[src/design/stq_pkg.sv]
package stq_pkg;

    localparam int NUM_TIMERS_DEF = 16;
    localparam int TIME_BITS_DEF  = 32;
    localparam int MAX_RESULTS    = 16;
    localparam int CNT_BITS       = $clog2(MAX_RESULTS);

    localparam int KIND_BITS = 2;
    localparam int ID_BITS   = 4;
    localparam int TV_BITS   = 32;
    localparam int OUT_BITS  = 32;

    // request kinds
    localparam logic [KIND_BITS-1:0] KIND_SET    = 2'd0;
    localparam logic [KIND_BITS-1:0] KIND_CLEAR  = 2'd1;
    localparam logic [KIND_BITS-1:0] KIND_EXPIRE = 2'd2;

    // cell operations, broadcast to the whole chain
    localparam logic [1:0] CELL_HOLD   = 2'd0;
    localparam logic [1:0] CELL_REMOVE = 2'd1;
    localparam logic [1:0] CELL_INSERT = 2'd2;
    localparam logic [1:0] CELL_POP    = 2'd3;

    typedef struct packed {
        logic [1:0]         op;
        logic [ID_BITS-1:0] id;
    } cell_cmd_t;

endpackage

[src/design/stq_cell.sv]
module stq_cell
    import stq_pkg::*;
#(
    parameter int TIME_BITS = TIME_BITS_DEF
) (
    input  logic                 clk,
    input  logic                 rst_n,
    input  cell_cmd_t            cmd,
    input  logic [TIME_BITS-1:0] new_time,
    input  logic                 shift_in,
    input  logic                 left_valid,
    input  logic [ID_BITS-1:0]   left_id,
    input  logic [TIME_BITS-1:0] left_time,
    input  logic                 left_gt,
    input  logic                 right_valid,
    input  logic [ID_BITS-1:0]   right_id,
    input  logic [TIME_BITS-1:0] right_time,
    output logic                 valid,
    output logic [ID_BITS-1:0]   id,
    output logic [TIME_BITS-1:0] tm,
    output logic                 match,
    output logic                 gt
);

    logic                 valid_reg, valid_next;
    logic [ID_BITS-1:0]   id_reg, id_next;
    logic [TIME_BITS-1:0] tm_reg, tm_next;

    // empty cells count as later than any time
    assign gt    = !valid_reg || (tm_reg > new_time);
    assign match = valid_reg && (id_reg == cmd.id);

    always_comb
    begin
        valid_next = valid_reg;
        id_next    = id_reg;
        tm_next    = tm_reg;
        case (cmd.op)
            CELL_REMOVE:
            begin
                if (shift_in)
                begin
                    valid_next = right_valid;
                    id_next    = right_id;
                    tm_next    = right_time;
                end
            end
            CELL_POP:
            begin
                valid_next = right_valid;
                id_next    = right_id;
                tm_next    = right_time;
            end
            CELL_INSERT:
            begin
                valid_next = left_valid;
                if (gt)
                begin
                    if (left_gt)
                    begin
                        id_next = left_id;
                        tm_next = left_time;
                    end
                    else
                    begin
                        id_next = cmd.id;
                        tm_next = new_time;
                    end
                end
            end
            default:
            begin
                valid_next = valid_reg;
            end
        endcase
    end

    always_ff @(posedge clk or negedge rst_n)
    begin
        if (!rst_n)
            valid_reg <= 1'b0;
        else
            valid_reg <= valid_next;
    end

    always_ff @(posedge clk)
    begin
        id_reg <= id_next;
        tm_reg <= tm_next;
    end

    assign valid = valid_reg;
    assign id    = id_reg;
    assign tm    = tm_reg;

endmodule

[config.mk]
export PLATFORM = sky130hd
export DESIGN_NAME = stq_cell
export DESIGN_NICKNAME = d
export VERILOG_FILES = /design/src/design/stq_pkg.sv /design/src/design/stq_cell.sv
export SDC_FILE = /design/constraint.sdc
export NUM_CORES = 1
export LEC_CHECK = 0
export BUFFER_PORTS_ARGS = -buffer_cell sky130_fd_sc_hd__buf_2
export CORE_ASPECT_RATIO = 1.75
export CORE_MARGIN = 1.5
export CORE_UTILIZATION = 31
export DETAILED_ROUTE_END_ITERATION = 8
export GPL_TIMING_DRIVEN = 1
export PLACE_DENSITY = 0.62
export SLEW_MARGIN = 40
export SYNTH_ARGS = -nofsm -noshare
export SYNTH_HDL_FRONTEND = slang
export SYNTH_SLANG_ARGS = --single-unit
[constraint.sdc]
create_clock -name clk -period 3.4 [get_ports clk]
set_input_delay 0.17 -clock clk [delete_from_list [all_inputs] [get_ports clk]]
set_output_delay 0.17 -clock clk [all_outputs]
set_load 0.1 [all_outputs]
# Word level (Yosys, flattened, before mapping)
# Cells that the tools add are included.
# word_totals
rom_bits,0
ram_bits,0
n_memories,0
regBits,37
word_cells,26
out_inout_bits,39
input_bits,116
latch_bits,0
# op_classes
n_reduce_logical,6
n_div,0
bitwise,0
n_lt_le_gt_ge,1
eq_ne,6
n_shift,0
add_sub_neg,0
muxes,10
multipliers,0
# op_table
op,count
$mux W32,3
$pmux W32 S3,1
$gt A32 B32 Y1,1
$mux W4,3
$pmux W4 S3,1
$eq A2 B2 Y1 const B,2
$eq A4 B4 Y1,1
$ne A2 B2 Y1 const B,2
$pmux W1 S3,1
$reduce_and A3 Y1,1
$reduce_bool A3 Y1,1
$eq A2 B1 Y1 const B,1
$reduce_and A2 Y1,1
$logic_and A1 B1 Y1,1
$logic_not A1 Y1,1
$logic_or A1 B1 Y1,1
$mux W1,1

# Depth between registers and ports, before layout
# Gate-level depths: netlist of run 1.
# logic_depth
word_depth,4
depth_mapped,7
depth_no_buf,7

# Least setup slack after synthesis of run 1
# Ideal clock, no wire load.
# synth_path
path_kind,flip-flop to flip-flop
from,reg tm_reg[14] (netlist: tm[14])
to,"reg id_reg[0] (netlist: id[0]), enable pin"
path_stages_with_launch,7
t_required_ns,2.959
setup_slack_ns,-0.797
period_less_slack_ns,4.197
setup_time_ns,0.441
n_path_buf,0
t_arrival_ns,3.756
path_cell_list,edfxtp_1 ha_1 nand4_2 nor4_2 a21boi_2 o31ai_2 a21oi_1
# synth_between
elab_chain_len,4
# synth_rtl
item,line,source
from (decl),stq_cell.sv:27,"logic [TIME_BITS-1:0] tm_reg, tm_next;"
from (signal assigned),stq_cell.sv:89,tm_reg <= tm_next;
$gt A32 B32 Y1,stq_cell.sv:30,assign gt = !valid_reg || (tm_reg > new_time);
$logic_or A1 B1 Y1,stq_cell.sv:30,
$ne A2 B2 Y1 (no source line),--,
$reduce_and A3 Y1 (no source line),--,
to (signal assigned),stq_cell.sv:88,id_reg <= id_next;
to (decl),stq_cell.sv:26,"logic [ID_BITS-1:0] id_reg, id_next;"
# Every way passes these cells.
# A chain may end at the register's enable or synchronous reset.

# Worst setup path after layout of run 1
# layout_path
from,reg tm_reg[14] (netlist: tm[14])
to,out gt
# layout_between
elab_chain_len,2
# layout_rtl
item,line,source
$gt A32 B32 Y1,stq_cell.sv:30,
$logic_or A1 B1 Y1,stq_cell.sv:30,
to (decl),stq_cell.sv:22,output logic gt
# Every way passes these cells.

==> impl_metrics.tcl, run 1 <==
set metrics [dict create \
    syn-cell-area_um2 2780 \
    hold_path_class "in2reg" \
    hold_ws_ps 170 \
    ys.flop_type "edfxtp_1" \
    end_kind "output pin" \
    cts_setup_buffers 0 \
    leakage_nw 2.01 \
    syn_inst 287 \
    ant_nets 0 \
    yosys_warnings 0 \
    cp-endpoint "gt" \
    die_h_um 128 \
    status "completed" \
    largest_reg_flops 32 \
    grt_pass1_vias 2601 \
    initial_utilization 0.321 \
    drc_errors 0 \
    postSynthAreaPerCell_um2 9.70 \
    path_clk_slew_ps 60 \
    clk_root_buffer_cell "clkbuf_16" \
    cts_tree "yes" \
    pre_cts_ws_ps 920 \
    reg2reg_to "tm[0]$_DFFE_PP_" \
    grt_pass1_wl_mm 11.7 \
    syn2layout_area_growth_pct 38.5 \
    cts.sinks 37 \
    worstPathRequired_ps 3230 \
    drive_above_1_share 0.390 \
    maxSlewHeadroom 0.572 \
    ys_seq_area_frac 0.397 \
    multi_input_area_um2 1530 \
    period_needed_ps 2650 \
    dpl.hpwl_mm 6.37 \
    core_area_um2 8670 \
    clkLatencyLatePin_ps 280 \
    worstHoldPathCells 3 \
    final_common_cell "buf_2" \
    regArea_um2 1110 \
    gp_congestion 0.776 \
    ir_drop_mv 0.219 \
    ys_types 34 \
    final_cell_mix "153 x buf_2, 41 x nand2_1, 36 x mux2i_1, 36 x edfxtp_1, 34 x inv_1" \
    ctsLongestPathBuffers 2 \
    vias_per_cell 4.67 \
    grt_max_degree 74 \
    reg2reg_depth 7 \
    cts_buffers 5 \
    period_share 0.779 \
    hold_violations 0 \
    fin_tns_setup_ps 0 \
    dr_total_vias 2598 \
    crit_start "tm[14]$_DFFE_PP_" \
    r2r-start "tm[23]$_DFFE_PP_" \
    fin_worst_skew_ps 6.62 \
    syn_nets 435 \
    dieArea_um2 9580 \
    r2r_setup_slack_ps 960 \
    nFillCells 917 \
    synth_seq_cells 37 \
    die_w_um 74.6 \
    clock.fmax_mhz 378 \
    finalSetupViolCount 0 \
    crit_fanout 3 \
    grt.overflow.total 0 \
    port_buffers 154 \
    first_iter_violations 76 \
    fp-row-count 45 \
    antenna_found_initial 0 \
    rsz0062_at_grt "no" \
    drt_pass1_iterations 4 \
    grt_usage 0.161 \
    cp-start-kind "flop" \
    crit_type "reg2out" \
    wirelength_mm 7.65 \
    synth-edff-count 36 \
    cts.htree.levels 2 \
    worstPathArrival_ps 2480 \
    ctsResizeCount 0 \
    fin_nets 587 \
    io_pins 155 \
    power.density_nw_per_um2 456 \
    fin_total_pwr_w 0.00176 \
    ys_async_sr_fraction 0.0270 \
    post_drt_wl_per_cell_um 13.8 \
    final_max_slew_viol_count 0 \
    max_cap_viol_count 0 \
    fin_ws_ps 752 \
    antenna_cells 0 \
    tightestPinTransition_ps 642 \
]
Yosys cell counts (4+ instances only):
cell type | number | area, µm²
clkbuf_1 | 7 | 26.3
o21ai_0 | 33 | 165
inv_1 | 34 | 128
mux2i_1 | 36 | 360
nand3_1 | 6 | 30.0
edfxtp_1 | 36 | 1080
and4_1 | 4 | 35.0
a21oi_1 | 14 | 70.1
buf_2 | 5 | 25.0
o21ai_1 | 7 | 35.0
nand2_1 | 41 | 154
ha_1 | 32 | 400
worst min-delay path by stage:
stage | start | to | slack [ps]
6_report | right_time[10] | tm[10]$_DFFE_PP_ | 170
4_1_cts | right_time[10] | tm[10]$_DFFE_PP_ | 170
2_1_floorplan | rst_n | valid$_DFFE_PN0P_ | -130
5_1_grt | right_time[10] | tm[10]$_DFFE_PP_ | 190
3_5_place_dp | rst_n | valid$_DFFE_PN0P_ | -50
3_3_place_gp | rst_n | valid$_DFFE_PN0P_ | -50
per-layer routing:
| layer | global-route usage | up-vias | wire (µm) |
|---|---|---|---|
| met1 | 0.156 | 1176 | 2670 |
| li1 | - | 1332 | - |
| met5 | 0 | - | 0 |
| met4 | 0.0503 | 0 | 127 |
| met3 | 0.0180 | 8 | 331 |
| met2 | 0.334 | 82 | 4520 |
logic make-up (layout without fill, tap and decap cells):
logic type | Yosys count | after routing | share of synthesized area
AOI/OAI and AO/OA | 66 | 66 | 0.134
and+or+nand+nor | 66 | 66 | 0.118
buffers and inverters | 46 | 198 | 0.0643
DFF | 37 | 37 | 0.397
muxes | 36 | 36 | 0.129
adders and majority gates | 32 | 32 | 0.144
xor gates and xnor gates | 4 | 4 | 0.0126
final cells by class:
class                           count  share of cell area
Multi-Input combinational cell    204               0.397
Sequential cell                    37               0.287
Timing Repair Buffer              157               0.211
Tap cell                          117              0.0380
Clock buffer                        6              0.0334
Inverter                           34              0.0331
Clock inverter                      1            0.000974
timing repair:
item	in CTS	in global routing
hold buffers	1	0
hold endpoints to repair	1	0
endpoints found under the setup margin	0	0
metrics by stage:
stage,util,area [µm²],cells
2_1_floorplan,-,2810,287
6_report,0.445,3850,556
4_1_cts,0.445,3850,556
3_3_place_gp,0.424,3670,546
3_5_place_dp,0.428,3710,548
5_1_grt,0.445,3850,556
worst max-delay path, cell delays in order, from the launching register on:
cell and delay, ps:
edfxtp_1 380, ha_1 340, a21oi_1 180, nand2_1 80, a221o_1 370, o31ai_2 410
a31oi_2 130, buf_2 310
where the power goes:
part	internal (W)	total (W)	switching [W]
clock network	0.000265	0.000426	0.000162
registers	0.000566	0.000593	0.0000276
logic	0.000185	0.000739	0.000554
Power figures use the tool's default switching activity.
==> run 2: changes to the inputs <==
--- a/config.mk
+++ b/config.mk
@@ -5,13 +5,14 @@
 export SDC_FILE = /design/constraint.sdc
 export NUM_CORES = 1
 export LEC_CHECK = 0
+export ABC_AREA = 1
 export BUFFER_PORTS_ARGS = -buffer_cell sky130_fd_sc_hd__buf_2
 export CORE_ASPECT_RATIO = 1.75
 export CORE_MARGIN = 1.5
 export CORE_UTILIZATION = 31
 export DETAILED_ROUTE_END_ITERATION = 8
 export GPL_TIMING_DRIVEN = 1
-export PLACE_DENSITY = 0.62
+export PLACE_DENSITY = 0.61
 export SLEW_MARGIN = 40
 export SYNTH_ARGS = -nofsm -noshare
 export SYNTH_HDL_FRONTEND = slang
==> constraint.sdc (replaced) <==
create_clock -name clk -period 2.2 [get_ports clk]
set_input_delay 0.11 -clock clk [delete_from_list [all_inputs] [get_ports clk]]
set_output_delay 0.11 -clock clk [all_outputs]
set_load 0.1 [all_outputs]
==> run 2 against run 1 <==
  * Critical endpoint unchanged
  * Global-route usage rose by 1.1 points
  * Routed wire length grew 9.2%
  * Worst hold slack got worse by 40 ps
  * Clock-buffer cell count is the same
  * Flip-flop and latch count did not move
  * Clock power grew 59%
  * Worst setup slack lost 640 ps
  * Utilization shrank 0.28 points
  * First-iteration DRC count up 72%
  * Clock skew is 1.7 ps lower
==> impl_metrics.tcl, run 2 <==
set metrics [dict create \
    drt_pass1_iterations 4 \
    grt_pass1_vias 2838 \
    antenna_found_initial 0 \
    yosysTopAreaCell "edfxtp_1" \
    p_clk_frac 0.240 \
    synth-edff-count 36 \
    period_needed_ps 2090 \
    postSynthAreaPerCell_um2 7.86 \
    nFillCells 947 \
    clock.fmax_mhz 480 \
    dr_total_vias 2971 \
    ys_async_sr_fraction 0.0270 \
    ys_types 28 \
    syn2layout_area_growth_pct 40.2 \
    path_clk_slew_ps 50 \
    syn_nets 508 \
    cp-endpoint "gt" \
    ctsLongestPathBuffers 2 \
    fin_ws_ps 115 \
    wirelength_mm 8.35 \
    clkLatencyLatePin_ps 280 \
    power.density_nw_per_um2 710 \
    r2r_setup_slack_ps 120 \
    internal_power_w 0.00159 \
    final_max_slew_viol_count 0 \
    multi_input_area_um2 1580 \
    worstPathArrival_ps 1980 \
    grt_pass1_wl_mm 12.7 \
    first_iter_violations 131 \
    crit_fanout 2 \
    synth_top_family_by_area "simple AND/OR/NAND/NOR gates" \
    cts_buffers 5 \
    synth-compound-area-share 0.123 \
    post_drt_wl_per_cell_um 13.2 \
    p_sw_frac 0.437 \
    synth-simple-area-share 0.256 \
    finish.utilization 0.442 \
    cts_tree "yes" \
    vias_per_cell 4.69 \
    core_area_um2 8980 \
    largest_reg_flops 32 \
    syn_inst 360 \
    dieArea_um2 9730 \
    grt_usage 0.172 \
    cts_setup_buffers 0 \
    tightestPinTransition_ps 663 \
    drive_above_1_share 0.366 \
    antenna_cells 0 \
    ys.flop_type "edfxtp_1" \
    ys_seq_area_frac 0.391 \
    synth_fa_ha_area_frac 0.142 \
    hold_violations 0 \
    reg2reg_to "tm[16]$_DFFE_PP_" \
    gp_congestion 0.783 \
    synth_xor_area_frac 0.00310 \
    status "completed" \
    grt_max_degree 40 \
    ir_drop_mv 0.357 \
    netlist.area_leader.share 0.382 \
    reg2reg_depth 11 \
    die_w_um 75.2 \
    period_share 0.948 \
    yosysMostFrequentCell "nand2_1" \
    hold_path_class "in2async" \
    pwr-share-comb 0.432 \
    finalSetupViolCount 0 \
    crit_start "tm[19]$_DFFE_PP_" \
    syn-cell-area_um2 2830 \
    pre_cts_ws_ps 63.4 \
    power_frac_seq 0.328 \
    p_sw_w 0.00123 \
    worstPathRequired_ps 2090 \
    ant_nets 0 \
    clk_root_buffer_cell "clkbuf_16" \
    leakage_nw 2.02 \
    io_pins 155 \
    end_kind "output pin" \
    port_buffers 154 \
    synthTopCellsByArea "edfxtp_1 38%, nand2_1 15%, ha_1 14%, a31oi_1 8.0%, nor2_1 5.8%" \
    grt.overflow.total 0 \
    cts.sinks 37 \
    initial_utilization 0.315 \
    max_cap_viol_count 0 \
    r2r-start "tm[11]$_DFFE_PP_" \
    synth_commonest_cells "110 x nand2_1, 44 x nor2_1, 41 x inv_1, 36 x a31oi_1, 36 x edfxtp_1" \
    yosys_warnings 0 \
    dpl.hpwl_mm 6.58 \
    maxSlewHeadroom 0.558 \
    fin_nets 662 \
    fin_worst_skew_ps 4.92 \
    synth_seq_cells 37 \
    cts.htree.levels 2 \
    rsz0062_at_grt "no" \
    fp-row-count 46 \
    synth.mux.area_fraction 0 \
    die_h_um 129 \
    final_cell_mix "153 x buf_2, 107 x nand2_1, 44 x nor2_1, 41 x inv_1" \
    crit_type "reg2out" \
    regArea_um2 1110 \
    cp-start-kind "flop" \
    drc_errors 0 \
    final_common_cell "buf_2" \
]
-- run 2: cell count changes in the layout (fill, tap and decap cells not counted), moves of 28 or more --
cell,before,now
nand2_1,41,107
mux2i_1,36,0
a31oi_1,0,36
nor2_1,2,44
o21ai_0,33,5
-- run 2: cells by family (layout without fill, tap and decap cells) --
| kind of cell | count (synthesis) | after routing |
|---|---|---|
| compound gates | 58 | 58 |
| xor+xnor | 1 | 1 |
| fa+ha+maj | 32 | 32 |
| buf+inv | 58 | 211 |
| flops | 37 | 37 |
| simple gates | 174 | 175 |
-- run 2: worst min-delay path by stage --
stage / start / to / depth (start not counted)
after floorplan: rst_n / valid$_DFFE_PN0P_ / 0
after global routing: rst_n / valid$_DFFE_PN0P_ / 2
after detailed placement: rst_n / valid$_DFFE_PN0P_ / 1
after global placement: rst_n / valid$_DFFE_PN0P_ / 1
final: rst_n / valid$_DFFE_PN0P_ / 2
after CTS: right_valid / valid$_DFFE_PN0P_ / 3
-- run 2: repair_timing --
item | in CTS | in global routing
endpoints found under the setup margin | 0 | 37
hold endpoints to repair | 1 | 0
resized for setup | 0 | 2
hold buffers | 1 | 0
-- run 2: metal layers --
| layer | track usage | vias up | part of all wire |
|---|---|---|---|
| li1 | - | 1513 | - |
| met1 | 0.175 | 1356 | 0.37 |
| met2 | 0.340 | 92 | 0.57 |
| met3 | 0.0257 | 10 | 0.042 |
| met4 | 0.0557 | 0 | 0.016 |
| met5 | 0 | - | 0 |
-- run 2: cell type report --
type                            count  area share
Multi-Input combinational cell    266       0.398
Sequential cell                    37       0.279
Timing Repair Buffer              160       0.210
Inverter                           44      0.0416
Tap cell                          120      0.0379
Clock buffer                        6      0.0325
Clock inverter                      1    0.000946
-- run 2: power groups by stage --
stage / sequential [W] / combinational (W) / clock [W]
finish: 0.000925 / 0.00122 / 0.000677
global route: 0.000935 / 0.00131 / 0.000719
CTS: 0.000927 / 0.00122 / 0.000696
detailed placement: 0.000940 / 0.00121 / 0
global placement: 0.000936 / 0.00120 / 0
floorplan: 0.00148 / 0.000386 / 0
-- run 2: through the flow --
| stage | std cells | setup TNS (ps) | power (W) | hold WS [ps] | area (µm²) |
|---|---|---|---|---|---|
| 6_report | 634 | 0 | 0.00282 | 130 | 3970 |
| 5_1_grt | 634 | 0 | 0.00296 | 136 | 3970 |
| 4_1_cts | 633 | 0 | 0.00284 | 124 | 3930 |
| 3_5_place_dp | 625 | 0 | 0.00215 | -110 | 3790 |
| 3_3_place_gp | 625 | 0 | 0.00213 | -108 | 3790 |
| 2_1_floorplan | 360 | -17490 | 0.00186 | -186 | 2900 |
-- run 2: critical path, cell delays in order, from the launching register on --
cell,delay [ps]
edfxtp_1,390
ha_1,330
a21oi_1,170
nand2_1,70
nand2_1,60
nand3_1,90
a21oi_2,160
nand2_1,80
nand2_2,110
nand2_8,70
buf_12,170
